## src/sv/assert_macros.svh

```systemverilog
// ---------------------------------------------------------------------------
// Assertion macros
// Shorthand for clocked concurrent assertions on clock, disabled in reset.
// ---------------------------------------------------------------------------
`ifndef ASSERT_MACROS_SVH
`define ASSERT_MACROS_SVH

// same-cycle implication
`define ASSERT_SAME(label, ante, cons, msg) \
   label: assert property (@(posedge clock) disable iff (reset) (ante) |-> (cons)) \
      else $error(msg);

// next-cycle implication
`define ASSERT_NEXT(label, ante, cons, msg) \
   label: assert property (@(posedge clock) disable iff (reset) (ante) |=> (cons)) \
      else $error(msg);

`endif

```

## src/sv/hbf_pkg.sv

```systemverilog
// ---------------------------------------------------------------------------
// hbf_pkg
// Types, codes and host pattern tables of the hostname block filter.
// ---------------------------------------------------------------------------
package hbf_pkg;

   localparam int COUNT_BITS_DEF   = 32;
   localparam int MAX_NAME_LEN_DEF = 255;
   localparam int RSP_COUNT_W      = 32;

   localparam int WIN_LEN    = 19;
   localparam int WIN_BITS   = WIN_LEN * 8;
   localparam int EXACT_N    = 8;
   localparam int EXACT_MAX  = 33;
   localparam int EXACT_BITS = EXACT_MAX * 8;
   localparam int RULE_N     = 3;
   localparam int KEEP_FIRST = 1;
   localparam int KEEP_LAST  = 4;
   localparam int ORIG_FIRST = 5;
   localparam int SUFFIX_LEN = 14;

   typedef enum logic [1:0] {
      FUNC_CHAR  = 2'd0,
      FUNC_END   = 2'd1,
      FUNC_CLEAR = 2'd2
   } func_type;

   typedef enum logic [1:0] {
      NEST_UNKNOWN = 2'd0,
      NEST_OUTER   = 2'd1,
      NEST_INNER   = 2'd2
   } nest_type;

   typedef struct packed {
      func_type   func;
      logic [7:0] name_char;
   } item_type;

   typedef struct packed {
      logic       take;
      logic       flush;
      logic [7:0] name_char;
   } track_ctl_type;

   typedef struct packed {
      logic [EXACT_N-1:0] exact_hit;
      logic               suffix_hit;
      logic               rule_hit;
   } match_type;

   // host text, right aligned: last character in the low byte
   localparam logic [5:0] EXACT_LEN [EXACT_N] = '{
      6'd13, 6'd18, 6'd17, 6'd20, 6'd21, 6'd33, 6'd20, 6'd28
   };

   localparam logic [EXACT_BITS-1:0] EXACT_TEXT [EXACT_N] = '{
      264'h70726f74617269756d2e6c6f6c,
      264'h646973632e70726f74617269756d2e6c6f6c,
      264'h6170692e70726f74617269756d2e6c6f6c,
      264'h706f7274616c2e70726f74617269756d2e6c6f6c,
      264'h6163636f756e742e70726f74617269756d2e6c6f6c,
      264'h73736c2e776168702e7761682e7775702e6170702e6e696e74656e646f2e6e6574,
      264'h676f736861776b2e636170636f6d2e636f2e6a70,
      264'h6d6172732e70726f6a6563742d74726561737572652e626e672e6a70
   };

   localparam logic [4:0] RULE_LEN [RULE_N] = '{5'd13, 5'd14, 5'd19};

   localparam logic [WIN_BITS-1:0] RULE_TEXT [RULE_N] = '{
      152'h64656d6f6e776172652e6e6574,
      152'h6a7573742d64616e63652e636f6d,
      152'h75626973657276696365732e7562692e636f6d
   };

   localparam logic [WIN_BITS-1:0] SUFFIX_TEXT = 152'h2e70726f74617269756d2e6c6f6c;

   // newest byte of the window is the low byte
   function automatic logic ends_with(input logic [WIN_BITS-1:0] win,
                                      input logic [WIN_BITS-1:0] text,
                                      input logic [4:0]          len);
      logic hit;
      hit = 1'b1;
      for (int j = 0; j < WIN_LEN; j++) begin
         if (5'(j) < len && win[j*8 +: 8] != text[j*8 +: 8]) begin
            hit = 1'b0;
         end
      end
      return hit;
   endfunction

endpackage

```

## src/sv/hbf_in_stage.sv

```systemverilog
// ---------------------------------------------------------------------------
// hbf_in_stage
// Input register of the request channel; holds a beat until it is taken.
// ---------------------------------------------------------------------------
module hbf_in_stage (
   input  logic              clock,
   input  logic              reset,
   input  logic              req_valid,
   output logic              req_stall,
   input  logic [1:0]        req_func,
   input  logic [7:0]        req_name_char,
   input  logic              take,
   output logic              item_valid,
   output hbf_pkg::item_type item
);
   import hbf_pkg::*;

   logic     valid_ff;
   logic     valid_in;
   item_type item_ff;
   item_type item_in;
   logic     load;

   assign req_stall  = valid_ff && !take;
   assign load       = req_valid && !req_stall;
   assign item_valid = valid_ff;
   assign item       = item_ff;

   always_comb begin
      valid_in = valid_ff;
      item_in  = item_ff;
      if (load) begin
         valid_in          = 1'b1;
         item_in.func      = func_type'(req_func);
         item_in.name_char = req_name_char;
      end else if (take) begin
         valid_in = 1'b0;
      end
   end

   always_ff @(posedge clock) begin
      if (reset) begin
         valid_ff <= 1'b0;
      end else begin
         valid_ff <= valid_in;
      end
      item_ff <= item_in;
   end

endmodule

```

## src/sv/hbf_name_track.sv

```systemverilog
// ---------------------------------------------------------------------------
// hbf_name_track
// Folds case, shifts the name window, tracks live exact matches, rule hits and the suffix.
// ---------------------------------------------------------------------------
module hbf_name_track #(
   parameter int MAX_NAME_LEN = hbf_pkg::MAX_NAME_LEN_DEF
) (
   input  logic                   clock,
   input  logic                   reset,
   input  hbf_pkg::track_ctl_type ctl,
   output hbf_pkg::match_type     match
);
   import hbf_pkg::*;

   localparam int POS_BITS = $clog2(MAX_NAME_LEN + 1);

   logic [WIN_BITS-1:0] window_ff;
   logic [WIN_BITS-1:0] window_in;
   logic [POS_BITS-1:0] pos_ff;
   logic [POS_BITS-1:0] pos_in;
   logic [EXACT_N-1:0]  alive_ff;
   logic [EXACT_N-1:0]  alive_in;
   logic [RULE_N-1:0]   rule_ff;
   logic [RULE_N-1:0]   rule_in;
   logic [7:0]          folded;
   logic [WIN_BITS-1:0] window_shift;

   assign folded       = (ctl.name_char inside {[8'h41:8'h5a]}) ?
                         ctl.name_char + 8'h20 : ctl.name_char;
   assign window_shift = {window_ff[WIN_BITS-9:0], folded};

   always_comb begin
      logic [5:0] idx;
      logic       live;
      window_in = window_ff;
      pos_in    = pos_ff;
      alive_in  = alive_ff;
      rule_in   = rule_ff;
      idx       = '0;
      live      = 1'b0;
      if (ctl.flush) begin
         window_in = '0;
         pos_in    = '0;
         alive_in  = '1;
         rule_in   = '0;
      end else if (ctl.take) begin
         window_in = window_shift;
         for (int k = 0; k < EXACT_N; k++) begin
            idx  = EXACT_LEN[k] - 6'd1 - pos_ff[5:0];
            live = (pos_ff < POS_BITS'(EXACT_LEN[k])) &&
                   (EXACT_TEXT[k][idx*8 +: 8] == folded);
            alive_in[k] = alive_ff[k] && live;
         end
         for (int k = 0; k < RULE_N; k++) begin
            if (ends_with(window_shift, RULE_TEXT[k], RULE_LEN[k])) begin
               rule_in[k] = 1'b1;
            end
         end
         if (pos_ff != POS_BITS'(MAX_NAME_LEN)) begin
            pos_in = pos_ff + 1'b1;
         end
      end
   end

   always_comb begin
      for (int k = 0; k < EXACT_N; k++) begin
         match.exact_hit[k] = alive_ff[k] && (pos_ff == POS_BITS'(EXACT_LEN[k]));
      end
      match.suffix_hit = (pos_ff >= POS_BITS'(SUFFIX_LEN)) &&
                         ends_with(window_ff, SUFFIX_TEXT, 5'(SUFFIX_LEN));
      match.rule_hit   = |rule_ff;
   end

   always_ff @(posedge clock) begin
      if (reset) begin
         window_ff <= '0;
         pos_ff    <= '0;
         alive_ff  <= '1;
         rule_ff   <= '0;
      end else begin
         window_ff <= window_in;
         pos_ff    <= pos_in;
         alive_ff  <= alive_in;
         rule_ff   <= rule_in;
      end
   end

endmodule

```

## src/sv/hostname_block_filter.sv

```systemverilog
// ---------------------------------------------------------------------------
// hostname_block_filter
// Hostname refusal filter: byte-serial name match with lookup counters.
// ---------------------------------------------------------------------------
// Usage:
//   req_*  : one beat per hostname byte (func char), an end-of-name beat
//            (func end) or a counter clear (func clear). Code 3 is dropped.
//   rsp_*  : one beat per end-of-name beat with the refusal flag, nesting
//            and both counters after that name.
//   csr_*  : write of refusal_mode, ready at all times; write only when idle.
// Throughput: one request beat per cycle while req_stall is low. Each beat is
//   held in the input register and applied from it; the result register is
//   loaded when an end beat is applied, so a response passes both registers.
// Stall: while rsp_stall holds a result, byte and clear beats keep flowing;
//   an end beat waits in the input register, which then stalls req.
// Reset: empty pipeline, cleared name state, counters zero, nesting
//   unknown, refusals off.
// ---------------------------------------------------------------------------
`include "assert_macros.svh"

module hostname_block_filter #(
   parameter int COUNT_BITS   = hbf_pkg::COUNT_BITS_DEF,
   parameter int MAX_NAME_LEN = hbf_pkg::MAX_NAME_LEN_DEF
) (
   input  logic        clock,
   input  logic        reset,
   input  logic        req_valid,
   output logic        req_stall,
   input  logic [1:0]  req_func,
   input  logic [7:0]  req_name_char,
   output logic        rsp_valid,
   input  logic        rsp_stall,
   output logic        rsp_refuse_lookup,
   output logic [1:0]  rsp_nesting_seen,
   output logic [31:0] rsp_lookups_total,
   output logic [31:0] rsp_lookups_refused,
   input  logic        csr_valid,
   output logic        csr_ready,
   input  logic        csr_refusal_mode
);
   import hbf_pkg::*;

   logic                  item_valid;
   item_type              item;
   logic                  fire;
   logic                  out_free;
   track_ctl_type         ctl;
   match_type             match;

   logic                  mode_ff;
   logic [COUNT_BITS-1:0] seen_ff;
   logic [COUNT_BITS-1:0] seen_in;
   logic [COUNT_BITS-1:0] refused_ff;
   logic [COUNT_BITS-1:0] refused_in;
   nest_type              nest_ff;
   nest_type              nest_in;
   logic                  refuse;
   logic                  rsp_valid_ff;
   logic                  rsp_valid_in;
   logic                  refuse_ff;
   logic [RSP_COUNT_W-1:0] total_view;
   logic [RSP_COUNT_W-1:0] refused_view;
   logic [RSP_COUNT_W-1:0] total_ff;
   logic [RSP_COUNT_W-1:0] refused_out_ff;

   hbf_in_stage u_in_stage (
      .clock         (clock),
      .reset         (reset),
      .req_valid     (req_valid),
      .req_stall     (req_stall),
      .req_func      (req_func),
      .req_name_char (req_name_char),
      .take          (fire),
      .item_valid    (item_valid),
      .item          (item)
   );

   hbf_name_track #(
      .MAX_NAME_LEN (MAX_NAME_LEN)
   ) u_name_track (
      .clock (clock),
      .reset (reset),
      .ctl   (ctl),
      .match (match)
   );

   assign csr_ready = 1'b1;
   assign out_free  = !rsp_valid_ff || !rsp_stall;
   assign fire      = item_valid && (item.func != FUNC_END || out_free);

   assign ctl.take      = fire && item.func == FUNC_CHAR;
   assign ctl.flush     = fire && item.func == FUNC_END;
   assign ctl.name_char = item.name_char;

   always_comb begin
      logic prot;
      logic keep;
      logic orig;
      prot    = match.exact_hit[0] || match.suffix_hit;
      keep    = |match.exact_hit[KEEP_LAST:KEEP_FIRST];
      orig    = |match.exact_hit[EXACT_N-1:ORIG_FIRST] || match.rule_hit;
      refuse  = 1'b0;
      nest_in = nest_ff;
      if (mode_ff) begin
         if (prot) begin
            if (!keep) begin
               refuse  = 1'b1;
               nest_in = NEST_INNER;
            end
         end else if (orig) begin
            refuse  = 1'b1;
            nest_in = NEST_OUTER;
         end
      end
   end

   always_comb begin
      seen_in      = seen_ff;
      refused_in   = refused_ff;
      rsp_valid_in = rsp_valid_ff && rsp_stall;
      if (fire) begin
         case (item.func)
            FUNC_END: begin
               seen_in      = seen_ff + 1'b1;
               refused_in   = refused_ff + COUNT_BITS'(refuse);
               rsp_valid_in = 1'b1;
            end
            FUNC_CLEAR: begin
               seen_in    = '0;
               refused_in = '0;
            end
            default: begin
            end
         endcase
      end
   end

   if (COUNT_BITS >= RSP_COUNT_W) begin : g_wide
      assign total_view   = seen_in[RSP_COUNT_W-1:0];
      assign refused_view = refused_in[RSP_COUNT_W-1:0];
   end else begin : g_narrow
      assign total_view   = {{(RSP_COUNT_W-COUNT_BITS){1'b0}}, seen_in};
      assign refused_view = {{(RSP_COUNT_W-COUNT_BITS){1'b0}}, refused_in};
   end

   always_ff @(posedge clock) begin
      if (reset) begin
         mode_ff      <= 1'b0;
         seen_ff      <= '0;
         refused_ff   <= '0;
         nest_ff      <= NEST_UNKNOWN;
         rsp_valid_ff <= 1'b0;
      end else begin
         if (csr_valid && csr_ready) begin
            mode_ff <= csr_refusal_mode;
         end
         seen_ff      <= seen_in;
         refused_ff   <= refused_in;
         rsp_valid_ff <= rsp_valid_in;
         if (ctl.flush) begin
            nest_ff <= nest_in;
         end
      end
      if (ctl.flush) begin
         refuse_ff      <= refuse;
         total_ff       <= total_view;
         refused_out_ff <= refused_view;
      end
   end

   assign rsp_valid           = rsp_valid_ff;
   assign rsp_refuse_lookup   = refuse_ff;
   assign rsp_nesting_seen    = nest_ff;
   assign rsp_lookups_total   = total_ff;
   assign rsp_lookups_refused = refused_out_ff;

   `ASSERT_NEXT(a_end_gives_rsp, ctl.flush, rsp_valid, "end beat gave no response")
   `ASSERT_SAME(a_refuse_sets_nest, rsp_valid && rsp_refuse_lookup,
                rsp_nesting_seen != NEST_UNKNOWN, "refusal without nesting")
   `ASSERT_SAME(a_end_waits, item_valid && item.func == FUNC_END && rsp_valid && rsp_stall,
                req_stall && !fire, "end beat taken while response held")
   `ASSERT_NEXT(a_clear_zeroes, fire && item.func == FUNC_CLEAR,
                seen_ff == '0 && refused_ff == '0, "clear beat left counters")

endmodule

```

## config.mk

```make
export PLATFORM = sky130hd
export DESIGN_NAME = hostname_block_filter
export DESIGN_NICKNAME = d
export VERILOG_FILES = /design/src/sv/hbf_pkg.sv /design/src/sv/hbf_in_stage.sv /design/src/sv/hbf_name_track.sv /design/src/sv/hostname_block_filter.sv
export VERILOG_INCLUDE_DIRS = /design/src /design/src/sv
export SDC_FILE = /design/constraint.sdc
export NUM_CORES = 1
export LEC_CHECK = 0
export ABC_AREA = 1
export CORE_AREA = 2 2 217 166
export DETAILED_ROUTE_END_ITERATION = 16
export DIE_AREA = 0 0 219 168
export DONT_BUFFER_PORTS = 1
export GPL_TIMING_DRIVEN = 0
export PLACE_DENSITY = 0.64
export SLEW_MARGIN = 5
export SYNTH_ARGS = -nofsm -noshare
export SYNTH_HDL_FRONTEND = slang
export SYNTH_SLANG_ARGS = --single-unit
```

## constraint.sdc

```tcl
create_clock -name clock -period 3.6 [get_ports clock]
set_clock_uncertainty 0.15 [all_clocks]
set_input_delay 0.54 -clock clock [delete_from_list [all_inputs] [get_ports clock]]
set_output_delay 0.54 -clock clock [all_outputs]
set_load 0.01 [all_outputs]
```

==> reports/results.ini <==
[run_status]
outcome = completed

[sta]
hold_viol_final = 0
worstMarginPinSlew_ps = 925
slew_headroom_pct = 38.3
min_period_ps = 3450
tns_ps = 0
report.final.slew_viol_count = 0
fmax_ghz = 0.290
setup_ws_ps = 151
min_period_over_period_pct = 95.8
rsz0062_at_grt = yes
holdWs_ps = 61.7
setup_viol = 0

[final_layout]
diodes = 0
drive_gt1_share_pct = 11.2
area_delta_synth_final_pct = 13.5
final_area_mm2 = 0.0195
nNetsFinal = 2523
stdcell_count = 2959
final_core_util_pct = 55.7

[yosys]
syn-cell-area_mm2 = 0.0172
syn_avg_cell_area_um2 = 7.15
yosys_warnings = 0
ys_seq_elements = 307
synthFlopType = dfxtp_1
yosysTopAreaCell = dfxtp_1
yosysUniqueCellTypes = 55
synth_top_area_share_pct = 27.1
yosys-top-cells-count = nand2_1, inv_1, dfxtp_1
synth_nets = 2453
synth_enable_flop_cells = 75
ys_top_cells_by_area = dfxtp_1, edfxtp_1, nand2_1, a21oi_1, inv_1
ys_seq_area_share_pct = 40.2
synthCells = 2401
yosysMostFrequentCell = nand2_1
ys_async_sr_fraction_pct = 0

[die]
core_area_mm2 = 0.0350
dieArea_mm2 = 0.0368
fp.dieH_um = 168
initial_core_util_pct = 49.1
die_x_um = 219
rows = 60
io_pins = 86

[drt]
drt_wl_total_um = 55700
dr.pass1.iters = 7
avgRoutedWirePerCell_um = 18.8
top_layer = met4
m1WireLength_um = 25900
via_count = 17000
dr_wl_met2_um = 23100
dr_wl_met3_um = 5430
ant_nets = 0
drc = 0
drt_iter0_markers = 2031
vias_per_cell = 5.75

[setup_path]
critical_path_class = register to register
crit_path_max_incr_delay_ps = 380
cp_max_fo = 10
worstPathRequired_ps = 3780
critPathTopFamily = simple AND/OR/NAND/NOR gates
worstPathBufferInverterCount = 7
worst_ep_arrival_time_ps = 3630
cp-end-kind = register
startpoint_type = register
crit_slowest_cell = dfxtp_4
crit_top_cell = nand2_4

[placement]
dpl-instance-area_mm2 = 0.0178
gp_congestion = 0.946
io_buffers = 0
post-place-ws_ps = -1240
dp_cells = 2866
hpwl_um = 40400

[clock_network]
cts_root_buf = clkbuf_16
cts_buffers = 30
path_clk_slew_ps = 60
cts_tree = yes
clock-sinks = 307
ctsHtreeMaxLevel = 1
clockBufferDepth = 3
clk_latency_ps = 580

[power_and_ir_drop]
combPwrFrac_pct = 10.5
design_power_total_mw = 7.72
power_frac_seq_pct = 47.3
leakagePower_nw = 7.74
p_per_area_mw_per_mm2 = 396
power.switching_mw = 2.00
p_sw_share_pct = 26.0
pwr-share-clk_pct = 42.2
irDropWorstVdd_v = 0.000439
intPower_mw = 5.72

[grt]
grt_pass1_vias = 15500
overflow = 0
grt_pass1_wl_um = 86800
grt_max_degree = 72
grt_antenna_before_repair = 0
grtUsageTotal_pct = 29.7

[run]
max_cap_viol_count = 0

[hold_path]
hold_path.class = input pin to register

power by group through the flow:
stage | logic, mW | clock network, mW | registers, mW
3_5_place_dp | 0.738 | 0 | 3.73
6_report | 0.809 | 3.26 | 3.65
3_3_place_gp | 0.735 | 0 | 3.73
2_1_floorplan | 0.528 | 0 | 3.71
5_1_grt | 0.889 | 3.42 | 3.66
4_1_cts | 0.775 | 3.29 | 3.65
cell type report:
| type | count | area [um^2] |
|---|---|---|
| Tap cell | 465 | 582 |
| Inverter | 293 | 1130 |
| Clock inverter | 10 | 104 |
| Sequential cell | 307 | 6910 |
| Timing Repair Buffer | 39 | 352 |
| Multi-Input combinational cell | 1693 | 8880 |
| Clock buffer | 45 | 910 |
| Buffer | 107 | 613 |
| Fill cell | 3367 | 15500 |
cell usage in the layout, fill, tap and decap left out, types with 13 or more instances in the layout:
| cell type | n |
|---|---|
| buf_6 | 13 |
| a21oi_1 | 206 |
| nand4_1 | 70 |
| buf_2 | 21 |
| ha_1 | 29 |
| dfxtp_1 | 227 |
| o21ai_0 | 190 |
| nor2_1 | 154 |
| nand2_1 | 523 |
| nand3_1 | 180 |
| xor2_1 | 16 |
| nor2_4 | 17 |
| clkbuf_1 | 63 |
| o211ai_1 | 13 |
| buf_4 | 30 |
| clkbuf_16 | 32 |
| nor2_2 | 18 |
| edfxtp_1 | 75 |
| nor4_1 | 50 |
| inv_2 | 22 |
| inv_1 | 260 |
| nor3_1 | 82 |
| nor3_2 | 14 |
| nand2_2 | 30 |
cells by family after synthesis:
group,count (synthesis),share of synthesized area (%)
compound gates,447,13.6
xor+xnor,23,1.59
fa+ha+maj,36,2.62
buf+inv,401,9.62
flops,307,40.2
other cells,1,0.0218
simple gates,1186,32.4
worst paths after layout:
check / start / to / slack (ps) / cells after the start
worst max-delay path: u_name_track.pos_ff[0] / rsp_lookups_refused[20] / 150 / 26
worst min register to register: u_name_track.alive_ff[6] / u_name_track.alive_ff[6] / 300 / 2
worst min-delay path: req_valid / u_in_stage.item_valid / 60 / 2
worst max register to register: u_name_track.pos_ff[0] / rsp_lookups_refused[20] / 150 / 26
per-layer routing:
layer | vias to the layer above | track usage [%]
met5 | - | 0
met4 | 0 | 6.26
met3 | 90 | 4.97
met2 | 814 | 42.8
met1 | 7955 | 46.1
li1 | 8158 | -
worst register-to-register path: stages, from the launching register on:
cell and delay [ps]:
dfxtp_4 380, inv_6 70, buf_12 150, ha_4 180, buf_12 150, nand2_4 80
inv_1 60, nand3_1 80, nand2_1 60, nor2_2 120, inv_1 60, nand2_2 90
nand2_2 60, nor2_4 160, ha_4 190, ha_4 150, nand2_4 70, nor2_4 160
nand2_4 80, nor2_4 110, inv_2 70, nor2_8 100, nand2_4 70, o21ai_4 160
o21ai_2 80, nand2_2 80, inv_1 40
state kept, by name, summed over array words and instances, names as in the netlist:
| register | cells |
|---|---|
| rsp_nesting_seen | 2 |
| mode_ff | 1 |
| u_name_track.pos_ff | 8 |
| u_in_stage.item | 10 |
| seen_ff | 32 |
| rsp_lookups_total | 32 |
| refused_ff | 32 |
| u_name_track.alive_ff | 8 |
| u_name_track.rule_ff | 3 |
| u_name_track.window_ff | 144 |
| rsp_valid | 1 |
| rsp_refuse_lookup | 1 |
| u_in_stage.item_valid | 1 |
| rsp_lookups_refused | 32 |
repair_timing:
action	in CTS	in global routing
hold endpoints to repair	11	0
gates cloned	1	0
gates resized for setup	52	41
setup endpoints to repair	66	28
setup buffers	10	16
pin swaps	6	22
hold buffers	12	0
Note: power is estimated with default switching activity, not from simulation.
